File: config.mk
export PLATFORM = sky130hd
export DESIGN_NAME = lru_key_value_cache
export DESIGN_NICKNAME = d
export VERILOG_FILES = /design/src/lkv_pkg.sv /design/src/lru_key_value_cache.sv /design/src/lkv_store.sv
export SDC_FILE = /design/constraint.sdc
export NUM_CORES = 2
export LEC_CHECK = 0
export BUFFER_PORTS_ARGS = -buffer_cell sky130_fd_sc_hd__buf_2
export CAP_MARGIN = 20
export CORE_MARGIN = 5
export CORE_UTILIZATION = 55
export CTS_CLUSTER_SIZE = 16
export DETAILED_ROUTE_END_ITERATION = 8
export GPL_TIMING_DRIVEN = 0
export PLACE_DENSITY = 0.72
export SLEW_MARGIN = 40
export SYNTH_ARGS = -nofsm -noshare
export SYNTH_HDL_FRONTEND = slang
export SYNTH_SLANG_ARGS = --single-unit
File: constraint.sdc
create_clock -name clk -period 10.5 [get_ports clk]
set_input_delay 1.05 -clock clk [delete_from_list [all_inputs] [get_ports clk]]
set_output_delay 1.05 -clock clk [all_outputs]
set_load 0.02 [all_outputs]
File: src/lkv_pkg.sv
// lkv_pkg: shared types and constants for the LRU key-value cache.
// Used by lkv_store, lru_key_value_cache, lkv_checker and the testbench; no dependencies.
`default_nettype none

package lkv_pkg;

    // Default table depth and capacity register reset value
    localparam int LKV_ENTRIES = 16;
    localparam int CAP_W = 5;
    localparam logic [CAP_W-1:0] CAPACITY_RESET = 5'd16;

    // Value returned by a get that misses
    localparam logic signed [31:0] MISS_VALUE = -32'sd1;

    // Operation codes
    typedef enum logic {
        OP_GET = 1'b0,
        OP_PUT = 1'b1
    } op_t;

    // Registered request handed to the table
    typedef struct packed {
        logic               valid;
        op_t                op;
        logic signed [31:0] key;
        logic signed [31:0] value;
    } lkv_req_t;

    // Lookup answer from the table
    typedef struct packed {
        logic               hit;
        logic signed [31:0] value;
    } lkv_look_t;

endpackage

`default_nettype wire

File: src/lru_key_value_cache.sv
// lru_key_value_cache: top level with request register, lkv_store table and
// result register. Uses lkv_pkg and lkv_store.
//
//   channel | direction | handshake          | fields
//   --------+-----------+--------------------+------------------------
//   request | in        | start, busy        | op, key, value
//   result  | out       | done (strobe)      | hit, read_value
//   config  | in        | cfg_we             | cfg_wdata (capacity)
//
// One item is taken every cycle; busy stays low. A get's result strobes on
// done after the request register, the combinational tag match and rank
// update over the register table, and the result register. A put gives
// no result. Reset clears valid bits, ranks, the entry count and sets
// capacity to 16; there is no clearing pass. The receiver cannot stall, so
// nothing is held back.
`default_nettype none

module lru_key_value_cache #(
    parameter int ENTRIES = lkv_pkg::LKV_ENTRIES
) (
    input  wire logic                       clk,
    input  wire logic                       rst_n,
    input  wire logic                       start,
    output logic                            busy,
    input  wire logic                       op,
    input  wire logic signed [31:0]         key,
    input  wire logic signed [31:0]         value,
    output logic                            done,
    output logic                            hit,
    output logic signed [31:0]              read_value,
    input  wire logic                       cfg_we,
    input  wire logic [lkv_pkg::CAP_W-1:0]  cfg_wdata
);
    import lkv_pkg::*;

    logic               req_valid_reg;
    op_t                req_op_reg;
    logic signed [31:0] req_key_reg;
    logic signed [31:0] req_value_reg;
    lkv_req_t           req;
    lkv_look_t          look;

    logic               done_reg;
    logic               hit_reg;
    logic signed [31:0] read_value_reg;

    // Table pipeline never backs up
    assign busy = 1'b0;

    // Capture the accepted item
    always_ff @(posedge clk or negedge rst_n)
    begin
        if (!rst_n)
            req_valid_reg <= 1'b0;
        else
            req_valid_reg <= start && !busy;
    end

    always_ff @(posedge clk)
    begin
        if (start && !busy)
        begin
            req_op_reg    <= op_t'(op);
            req_key_reg   <= key;
            req_value_reg <= value;
        end
    end

    assign req.valid = req_valid_reg;
    assign req.op    = req_op_reg;
    assign req.key   = req_key_reg;
    assign req.value = req_value_reg;

    lkv_store #(
        .ENTRIES (ENTRIES)
    ) u_store (
        .clk       (clk),
        .rst_n     (rst_n),
        .cfg_we    (cfg_we),
        .cfg_wdata (cfg_wdata),
        .req       (req),
        .look      (look)
    );

    // Register the get result
    always_ff @(posedge clk or negedge rst_n)
    begin
        if (!rst_n)
            done_reg <= 1'b0;
        else
            done_reg <= req_valid_reg && (req_op_reg == OP_GET);
    end

    always_ff @(posedge clk)
    begin
        hit_reg        <= look.hit;
        read_value_reg <= look.hit ? look.value : MISS_VALUE;
    end

    assign done       = done_reg;
    assign hit        = hit_reg;
    assign read_value = read_value_reg;

endmodule

`default_nettype wire

File: src/lkv_store.sv
// lkv_store: register table of keys, values, valid bits and recency ranks,
// with the parallel key match, LRU victim pick and rank update. Uses lkv_pkg.
`default_nettype none

module lkv_store #(
    parameter int ENTRIES = lkv_pkg::LKV_ENTRIES
) (
    input  wire logic                        clk,
    input  wire logic                        rst_n,
    input  wire logic                        cfg_we,
    input  wire logic [lkv_pkg::CAP_W-1:0]   cfg_wdata,
    input  wire lkv_pkg::lkv_req_t           req,
    output lkv_pkg::lkv_look_t               look
);
    import lkv_pkg::*;

    localparam int IW = $clog2(ENTRIES);
    localparam int CW = $clog2(ENTRIES + 1);

    // Control state
    logic [ENTRIES-1:0]  valid_reg, valid_next;
    logic [IW-1:0]       rank_reg  [ENTRIES];
    logic [IW-1:0]       rank_next [ENTRIES];
    logic [CW-1:0]       count_reg, count_next;
    logic [CAP_W-1:0]    capacity_reg;

    // Payload storage
    logic signed [31:0]  key_reg [ENTRIES];
    logic signed [31:0]  val_reg [ENTRIES];

    // Lookup and victim selection
    logic [ENTRIES-1:0]  match_vec;
    logic                hit;
    logic [IW-1:0]       hit_idx;
    logic [IW-1:0]       hit_rank;
    logic signed [31:0]  hit_value;
    logic [IW-1:0]       free_idx;
    logic [IW-1:0]       lru_idx;
    logic [CW-1:0]       lru_rank;
    logic [CW-1:0]       eff_cap;
    logic                full;
    logic [IW-1:0]       slot;
    logic                wr_en;
    logic [IW-1:0]       wr_idx;

    // Match every entry at once and gather the matching entry's fields
    always_comb
    begin
        hit_idx   = '0;
        hit_rank  = '0;
        hit_value = '0;
        for (int i = 0; i < ENTRIES; i++)
        begin
            match_vec[i] = valid_reg[i] && (key_reg[i] == req.key);
            if (match_vec[i])
            begin
                hit_idx   = hit_idx | IW'(i);
                hit_rank  = hit_rank | rank_reg[i];
                hit_value = hit_value | val_reg[i];
            end
        end
        hit = |match_vec;
    end

    // Clamp capacity to 1..ENTRIES
    always_comb
    begin
        if (32'(capacity_reg) > 32'(ENTRIES))
            eff_cap = CW'(ENTRIES);
        else if (capacity_reg == '0)
            eff_cap = CW'(1);
        else
            eff_cap = CW'(capacity_reg);
        full = (count_reg >= eff_cap);
    end

    // Pick first free slot and the least recent entry
    always_comb
    begin
        free_idx = '0;
        lru_idx  = '0;
        lru_rank = count_reg - CW'(1);
        for (int i = ENTRIES - 1; i >= 0; i--)
        begin
            if (!valid_reg[i])
                free_idx = IW'(i);
        end
        for (int i = 0; i < ENTRIES; i++)
        begin
            if (valid_reg[i] && (CW'(rank_reg[i]) == lru_rank))
                lru_idx = IW'(i);
        end
        slot = full ? lru_idx : free_idx;
    end

    // Next valid bits, ranks and count
    always_comb
    begin
        valid_next = valid_reg;
        count_next = count_reg;
        wr_en      = 1'b0;
        wr_idx     = slot;
        for (int i = 0; i < ENTRIES; i++)
            rank_next[i] = rank_reg[i];

        if (req.valid && hit)
        begin
            // Promote the hit entry: newer entries age by one
            for (int i = 0; i < ENTRIES; i++)
            begin
                if (valid_reg[i] && (rank_reg[i] < hit_rank))
                    rank_next[i] = rank_reg[i] + IW'(1);
            end
            rank_next[hit_idx] = '0;
            wr_en  = (req.op == OP_PUT);
            wr_idx = hit_idx;
        end
        else if (req.valid && (req.op == OP_PUT))
        begin
            // Insert as most recent, reusing the LRU slot when full
            for (int i = 0; i < ENTRIES; i++)
            begin
                if (valid_reg[i])
                    rank_next[i] = rank_reg[i] + IW'(1);
            end
            rank_next[slot]  = '0;
            valid_next[slot] = 1'b1;
            wr_en            = 1'b1;
            if (!full)
                count_next = count_reg + CW'(1);
        end
    end

    // Control registers
    always_ff @(posedge clk or negedge rst_n)
    begin
        if (!rst_n)
        begin
            valid_reg    <= '0;
            count_reg    <= '0;
            capacity_reg <= CAPACITY_RESET;
            for (int i = 0; i < ENTRIES; i++)
                rank_reg[i] <= '0;
        end
        else
        begin
            valid_reg <= valid_next;
            count_reg <= count_next;
            for (int i = 0; i < ENTRIES; i++)
                rank_reg[i] <= rank_next[i];
            // Capacity only changes while the table is empty
            if (cfg_we && (count_reg == '0))
                capacity_reg <= cfg_wdata;
        end
    end

    // Key and value storage, written at one slot
    always_ff @(posedge clk)
    begin
        if (wr_en)
        begin
            key_reg[wr_idx] <= req.key;
            val_reg[wr_idx] <= req.value;
        end
    end

    assign look.hit   = hit;
    assign look.value = hit_value;

endmodule

`default_nettype wire

Word-level counts from Yosys, hierarchy flattened:

Memory sizes are Yosys's and may differ from the RTL's.
Index checks and enable logic that the tools add are counted.

* register bits after elaboration: 190
* memory bits (writable): 1024
* bits of input ports: 74
* output and inout bits: 35
* logic and storage cells: 375
* memories kept: 2

Memories
* u_store.key_reg: words 16, bits a word 32, rd ports 16, clocked after Yosys merged registers in 0, wr ports 1, RTL line lkv_store.sv:28 `logic signed [31:0] key_reg [ENTRIES];`
* u_store.val_reg: words 16, bits a word 32, rd ports 16, clocked after Yosys merged registers in 0, wr ports 1, RTL line lkv_store.sv:29 `logic signed [31:0] val_reg [ENTRIES];`

* $add $sub $neg: 18
* magnitude comparators: 24
* equality and inequality tests: 31
* muxes and demuxes: 174
* bitwise gates (word level): 40
* reduce and logical (&&, ||, !) cells: 60

Operators by type and width (number)
* 4-bit 2-to-1 mux: 132
* 32-bit equality test: 16
* 32-bit 2-to-1 mux: 16
* 32-bit bitwise OR: 15
* 64-bit bitwise AND: 2
* 64-bit 2-to-1 mux: 2
* 64-bit NOT: 2
* 4-bit by 5-bit equality test with 1-bit output: 15
* 4-bit by 1-bit adder with 4-bit output (second input constant): 16
* 4-bit < comparator: 16
* 4-bit bitwise OR: 15
* 1-bit logical AND: 54
* 4-bit demux with 4-bit select: 2
* 3-bit 2-to-1 mux: 8
* 16-bit bitwise OR: 1
* 16-bit OR reduction: 1
* 5-bit >= comparator (second input constant): 2
* 5-bit logical NOT: 2
* 5-bit by 1-bit < comparator with 1-bit output (second input constant): 2
* 5-bit 2-to-1 mux: 2
* 4-bit NOT with 5-bit output: 2
* 2-bit 2-to-1 mux: 4
* 1-bit 2-to-1 mux: 7
* 5-bit by 1-bit adder with 5-bit output (second input constant): 1
* 10 further kinds: 12

Longest topological paths before layout:

An unclocked memory read counts as a cell.

* depth after elaboration: 40
* depth in mapped cells: 21
* mapped depth without buffers: 16

Modules after synthesis:

Synthesis repeated with hierarchy kept, for this count alone.

* cells, all modules: 3640
* area, all modules: 52867.0 sq um

By module, submodules not included
* lkv_store: instances 1, cells each 3502, area an instance 49970.4 sq um, seq. area each 33002.9 sq um
* lru_key_value_cache: instances 1, cells each 138, area an instance 2896.5 sq um, seq. area each 2662.6 sq um

Least setup slack after synthesis:

Ideal clock, no wire load.

* kind: register -> register
* start: register u_store.count_reg[0]
* end: memory u_store.key_reg[11][0] (enable)
* library setup time: 0.487 ns
* arrival: 6.039 ns
* required time: 10.013 ns
* path slack: 3.974 ns
* cell stages (with the launch flop): 17
* buffers on the path: 5
* period minus slack after synthesis: 6.526 ns
* cell sequence: dfrtp_1 -> buf_2 -> buf_2 -> inv_1 -> ha_1 -> buf_2 -> buf_2 -> xor2_1 -> nand3_1 -> or4_1 -> and4b_1 -> a21oi_2 -> buf_2 -> nand2_1 -> nand2_1 -> nand2_1 -> nor2_1

* longest elaborated chain between the ends: 20
* elaborated cells between the ends (all ways): 49
* classes of those cells: add/sub: 1; order compare: 1; eq/ne: 15; mux: 17; reduce/logical: 15

Ends and longest elaborated chain
* start, declared: RTL line lkv_store.sv:24 `logic [CW-1:0] count_reg, count_next;`
* start signal, assigned: RTL line lkv_store.sv:148 `count_reg <= count_next;`
* 5-bit by 1-bit subtractor with 5-bit output *: RTL line lkv_store.sv:82 `lru_rank = count_reg - CW'(1);`
* via u_store.lru_rank[0]: RTL line lkv_store.sv:39 `logic [CW-1:0] lru_rank;`
* 4-bit by 5-bit equality test with 1-bit output: RTL line lkv_store.sv:90 `if (valid_reg[i] && (CW'(rank_reg[i]) == lru_rank))`
* 1-bit logical AND: RTL line lkv_store.sv:90
* 1-bit 2-to-1 mux: RTL line lkv_store.sv:90
* 2-bit 2-to-1 mux (2 in series): RTL line lkv_store.sv:90
* 3-bit 2-to-1 mux (4 in series): RTL line lkv_store.sv:90
* 4-bit 2-to-1 mux (7 in series): RTL line lkv_store.sv:90
* 4-bit 2-to-1 mux *: RTL line lkv_store.sv:90
* 4-bit 2-to-1 mux *: RTL line lkv_store.sv:93 `slot = full ? lru_idx : free_idx;`
* 4-bit 2-to-1 mux *: RTL line lkv_store.sv:106 `if (req.valid && hit)`
* end, declared: RTL line lkv_store.sv:28

The timed path passes the listed nets; every way through them passes the cells marked *.

Final worst setup path:

* start: register req_key_reg[5]
* end: register u_store.rank_reg[34] (netlist bit)

* longest elaborated chain between the ends: 39
* elaborated cells between the ends (all ways): 94
* classes of those cells: order compare: 3; eq/ne: 16; mux: 36; bitwise: 18; reduce/logical: 21

Ends and longest elaborated chain
* start, declared: RTL line lru_key_value_cache.sv:38 `logic signed [31:0] req_key_reg;`
* start signal, assigned: RTL line lru_key_value_cache.sv:64 `req_key_reg <= key;`
* 32-bit equality test: RTL line lkv_store.sv:54 `match_vec[i] = valid_reg[i] && (key_reg[i] == req.key);`
* 1-bit logical AND: RTL line lkv_store.sv:54
* 4-bit 2-to-1 mux: RTL line lkv_store.sv:55 `if (match_vec[i])`
* 4-bit bitwise OR: RTL line lkv_store.sv:58 `hit_rank = hit_rank | rank_reg[i];`
* 4-bit 2-to-1 mux: RTL line lkv_store.sv:55
* 4-bit bitwise OR: RTL line lkv_store.sv:58
* 4-bit 2-to-1 mux: RTL line lkv_store.sv:55
* 4-bit bitwise OR: RTL line lkv_store.sv:58
* [23 not listed]
* 4-bit bitwise OR: RTL line lkv_store.sv:58
* 4-bit 2-to-1 mux: RTL line lkv_store.sv:55
* 4-bit < comparator: RTL line lkv_store.sv:111 `if (valid_reg[i] && (rank_reg[i] < hit_rank))`
* 1-bit logical AND: RTL line lkv_store.sv:111
* 4-bit 2-to-1 mux: RTL line lkv_store.sv:111
* 4-bit 2-to-1 mux: RTL line lkv_store.sv:106
* 64-bit bitwise AND (no source line)
* 64-bit 2-to-1 mux: RTL line lkv_store.sv:106
* end signal, assigned by index: RTL line lkv_store.sv:150 `rank_reg[i] <= rank_next[i];`
* end, declared: RTL line lkv_store.sv:22 `logic [IW-1:0] rank_reg [ENTRIES];`

Parallel ways exist; a longest one is shown, timed or not. The select of a mux whose other input is x is not followed.
A chain may end at the register's enable or synchronous reset.

==> metrics <==
Tightest Hold Check Type=in -> async; top-area cell type share of the netlist area=61.7%; worst path cell trace=buf_6 > buf_8 > buf_4 > buf_2 > xnor2_1 > nand4_1 > nor4_1 > and3_1 > clkbuf_2 > buf_2 > buf_2 > a22oi_1 > nand3_1 > nor2_4 > buf_8 > ha_1 > o21a_1 > o21ai_0 > a21oi_1 > o32ai_1 > nor2_1 > a211oi_1; placed cell area=58,000 sq um; fin. max-slew vios=0; status=finished clean; Yosys reg bits=1,214; Synth cell types=100; most common cell in the netlist=edfxtp_1; vias in the first global route=roughly 34,000; TritonRoute pass-1 iters=6; startpoint types=flop; synth top area cells=edfxtp_1 (62%), xnor2_1 (6.6%), dfrtp_1 (4.3%); first-pass GRT wire length=256 mm; clk buf depth=3; top sig layer=met5; CP bufs+invs=8; routed len/inst=between 30 and 40 microns; crit-path max FO=10; Setup Fix Bufs, Post-CTS=0; Critical-path top delay cell=edfxtp_1; share of cells above drive strength 1=15.7%; Fmax achieved=0.136 GHz; M1 wire length=66.0 mm; EDFF count, synth=1,089; fin crit period=between 7 and 8 ns; clock skew=0.0452 ns; Finished Layout Cells=5,348; fin nets=4,121; Top delay family on crit path=buffers and inverters; Yosys top cell by area=edfxtp_1; Synth top cells by count=edfxtp_1 (1,089), xnor2_1 (398), nand4_1 (187); Root Buffer=clkbuf_16; Max-Cap Viols=0; Synth Warn #=0; DR vias=36,700; leak pwr=approximately 0.021 uW; TritonCTS clock tree=built; Die Y=about 320 microns; Layout area overhead=16.7%; Worst-Margin Slew=a little under 1 ns; dpl hpwl=between 100 and 150 mm; RSZ-0062 raised after global routing=no; met2 WL=79.5 mm; CTS Hold Bufs=0; Avg Cell Area, Syn=about 15 sq um; Site Rows=~110; Clock Latency Late Sink=0.73 ns; P per Cell Area=~240 nW/um^2; full die area=103,000 sq um; Global Route Usage Sum=a little over a third; Mapped Nets=3,746; crit path kind=reg -> reg; crit-path max cell delay=0.66 ns; I/O pin count=109; largest net degree at the start of global routing=54; htree depth=3; DR vias/cell=6.86; Placer Congestion=a little under 1; GRT overflow=0; Initial Util=55.6%; CP Capture Type=flop; R2R Setup Slk=roughly 3.1 ns; Core Area=~95,000 sq um; Worst EP required=11.10 ns; Post-Synthesis Cell Area=53,000 sq um; CP arrival=7.96 ns; DR iter-0 viols=6,591; Final ANT Viol Nets=0; Gate Count Post-Synth=between 3,000 and 4,000; initial antenna violation count=9; final wirelength=185 mm; Buffers on Ports=about 110; maximum vdd drop=0.204 mV; CTS sink cnt=between 1,000 and 1,500; FFs w/ async S/R, synth=7.58%; total CTS buffers=119; DRC=0; setup violators final=0; placed cells=5,119; Clock transition at path regs=0.06 ns; Die W=320 microns; Synth Flop Type=edfxtp_1; Post-Layout Inst Area=61,800 sq um; slew margin rel.=35.1%; Final Hold Viols=0; post-cts sizing count=0; crit-path most repeated cell=buf_2; met3 WL=27.4 mm; Seq/Total Area, Yosys=67.3%; Tcrit/Tclk final=70.0%
-- path summary, 6_finish.rpt --
| kind | startpoint | to | cells past startpoint |
|---|---|---|---|
| min | rst_n | u_store.valid_reg[15] | 1 |
| max | req_key_reg[5] | u_store.rank_reg[34] | 22 |
| min in group clk | u_store.val_reg[15][16] | read_value[16] | 2 |
| min reg2reg | u_store.val_reg[15][16] | read_value[16] | 2 |
| max reg2reg | req_key_reg[5] | u_store.rank_reg[34] | 22 |
| max in group asynchronous | rst_n | u_store.capacity_reg[4] | 2 |
-- power breakdown --
part / switching (uW) / internal (uW) / total (uW)
clock: 1850 / 2370 / 4230
sequential: 485 / 6140 / 6620
combinational: 2410 / 1300 / 3710
-- through the flow --
step / util (%) / hold WS [ns] / worst slack (ns) / total power, uW / TNS (ns)
after global routing: 64.9 / 0.239 / 3.08 / 15000 / 0
after CTS: 64.9 / 0.202 / 3.49 / 14400 / 0
final: 64.9 / 0.227 / 3.15 / 14600 / 0
after detailed placement: 60.9 / 0.496 / 3.51 / 10300 / 0
after floorplan: - / 0.439 / 3.97 / 8640 / 0
after global placement: 57.8 / 0.479 / -1.34 / 9830 / -860.58
-- cell families after synthesis --
family | share of synthesized area, %
simple gates | 9.69
other cells | 0.00708
xor+xnor | 10.1
flops | 67.3
fa+ha+maj | 1.70
mux | 0.290
buf+inv | 2.20
compound gates | 8.73
-- placed cells by master (no fill, tap or decap), types with 58 or more instances in the layout --
master,n
edfxtp_1,1089
xnor2_1,398
nand4_1,187
xor2_1,175
buf_2,160
clkbuf_16,120
a22o_1,118
nand2_1,106
a221oi_1,106
nand3_1,91
dfrtp_1,91
a22oi_1,83
nor4_1,77
ha_1,72
inv_1,70
nand2b_1,63
buf_6,61
nor2_1,60
clkbuf_1,59
and3_1,58
o21ai_0,58
-- layout make-up --
cell class,count,area (sq um)
repair buffers,254,3170
clock buffers,156,3180
inverters,70,263
fillers,6672,33500
diodes,7,17.5
plain buffers,169,965
flip-flops and latches,1214,35700
multi-input cells,2147,16400
well taps,1265,1580
clock inverters,66,633
-- metal layers --
metal / global-route usage (%) / vias up
li1: - / 14900
met5: 0 / -
met4: 17.7 / 2
met2: 51.6 / 3106
met3: 11.1 / 651
met1: 47.7 / 18100
No activity file was read; power rests on OpenSTA's default activity.
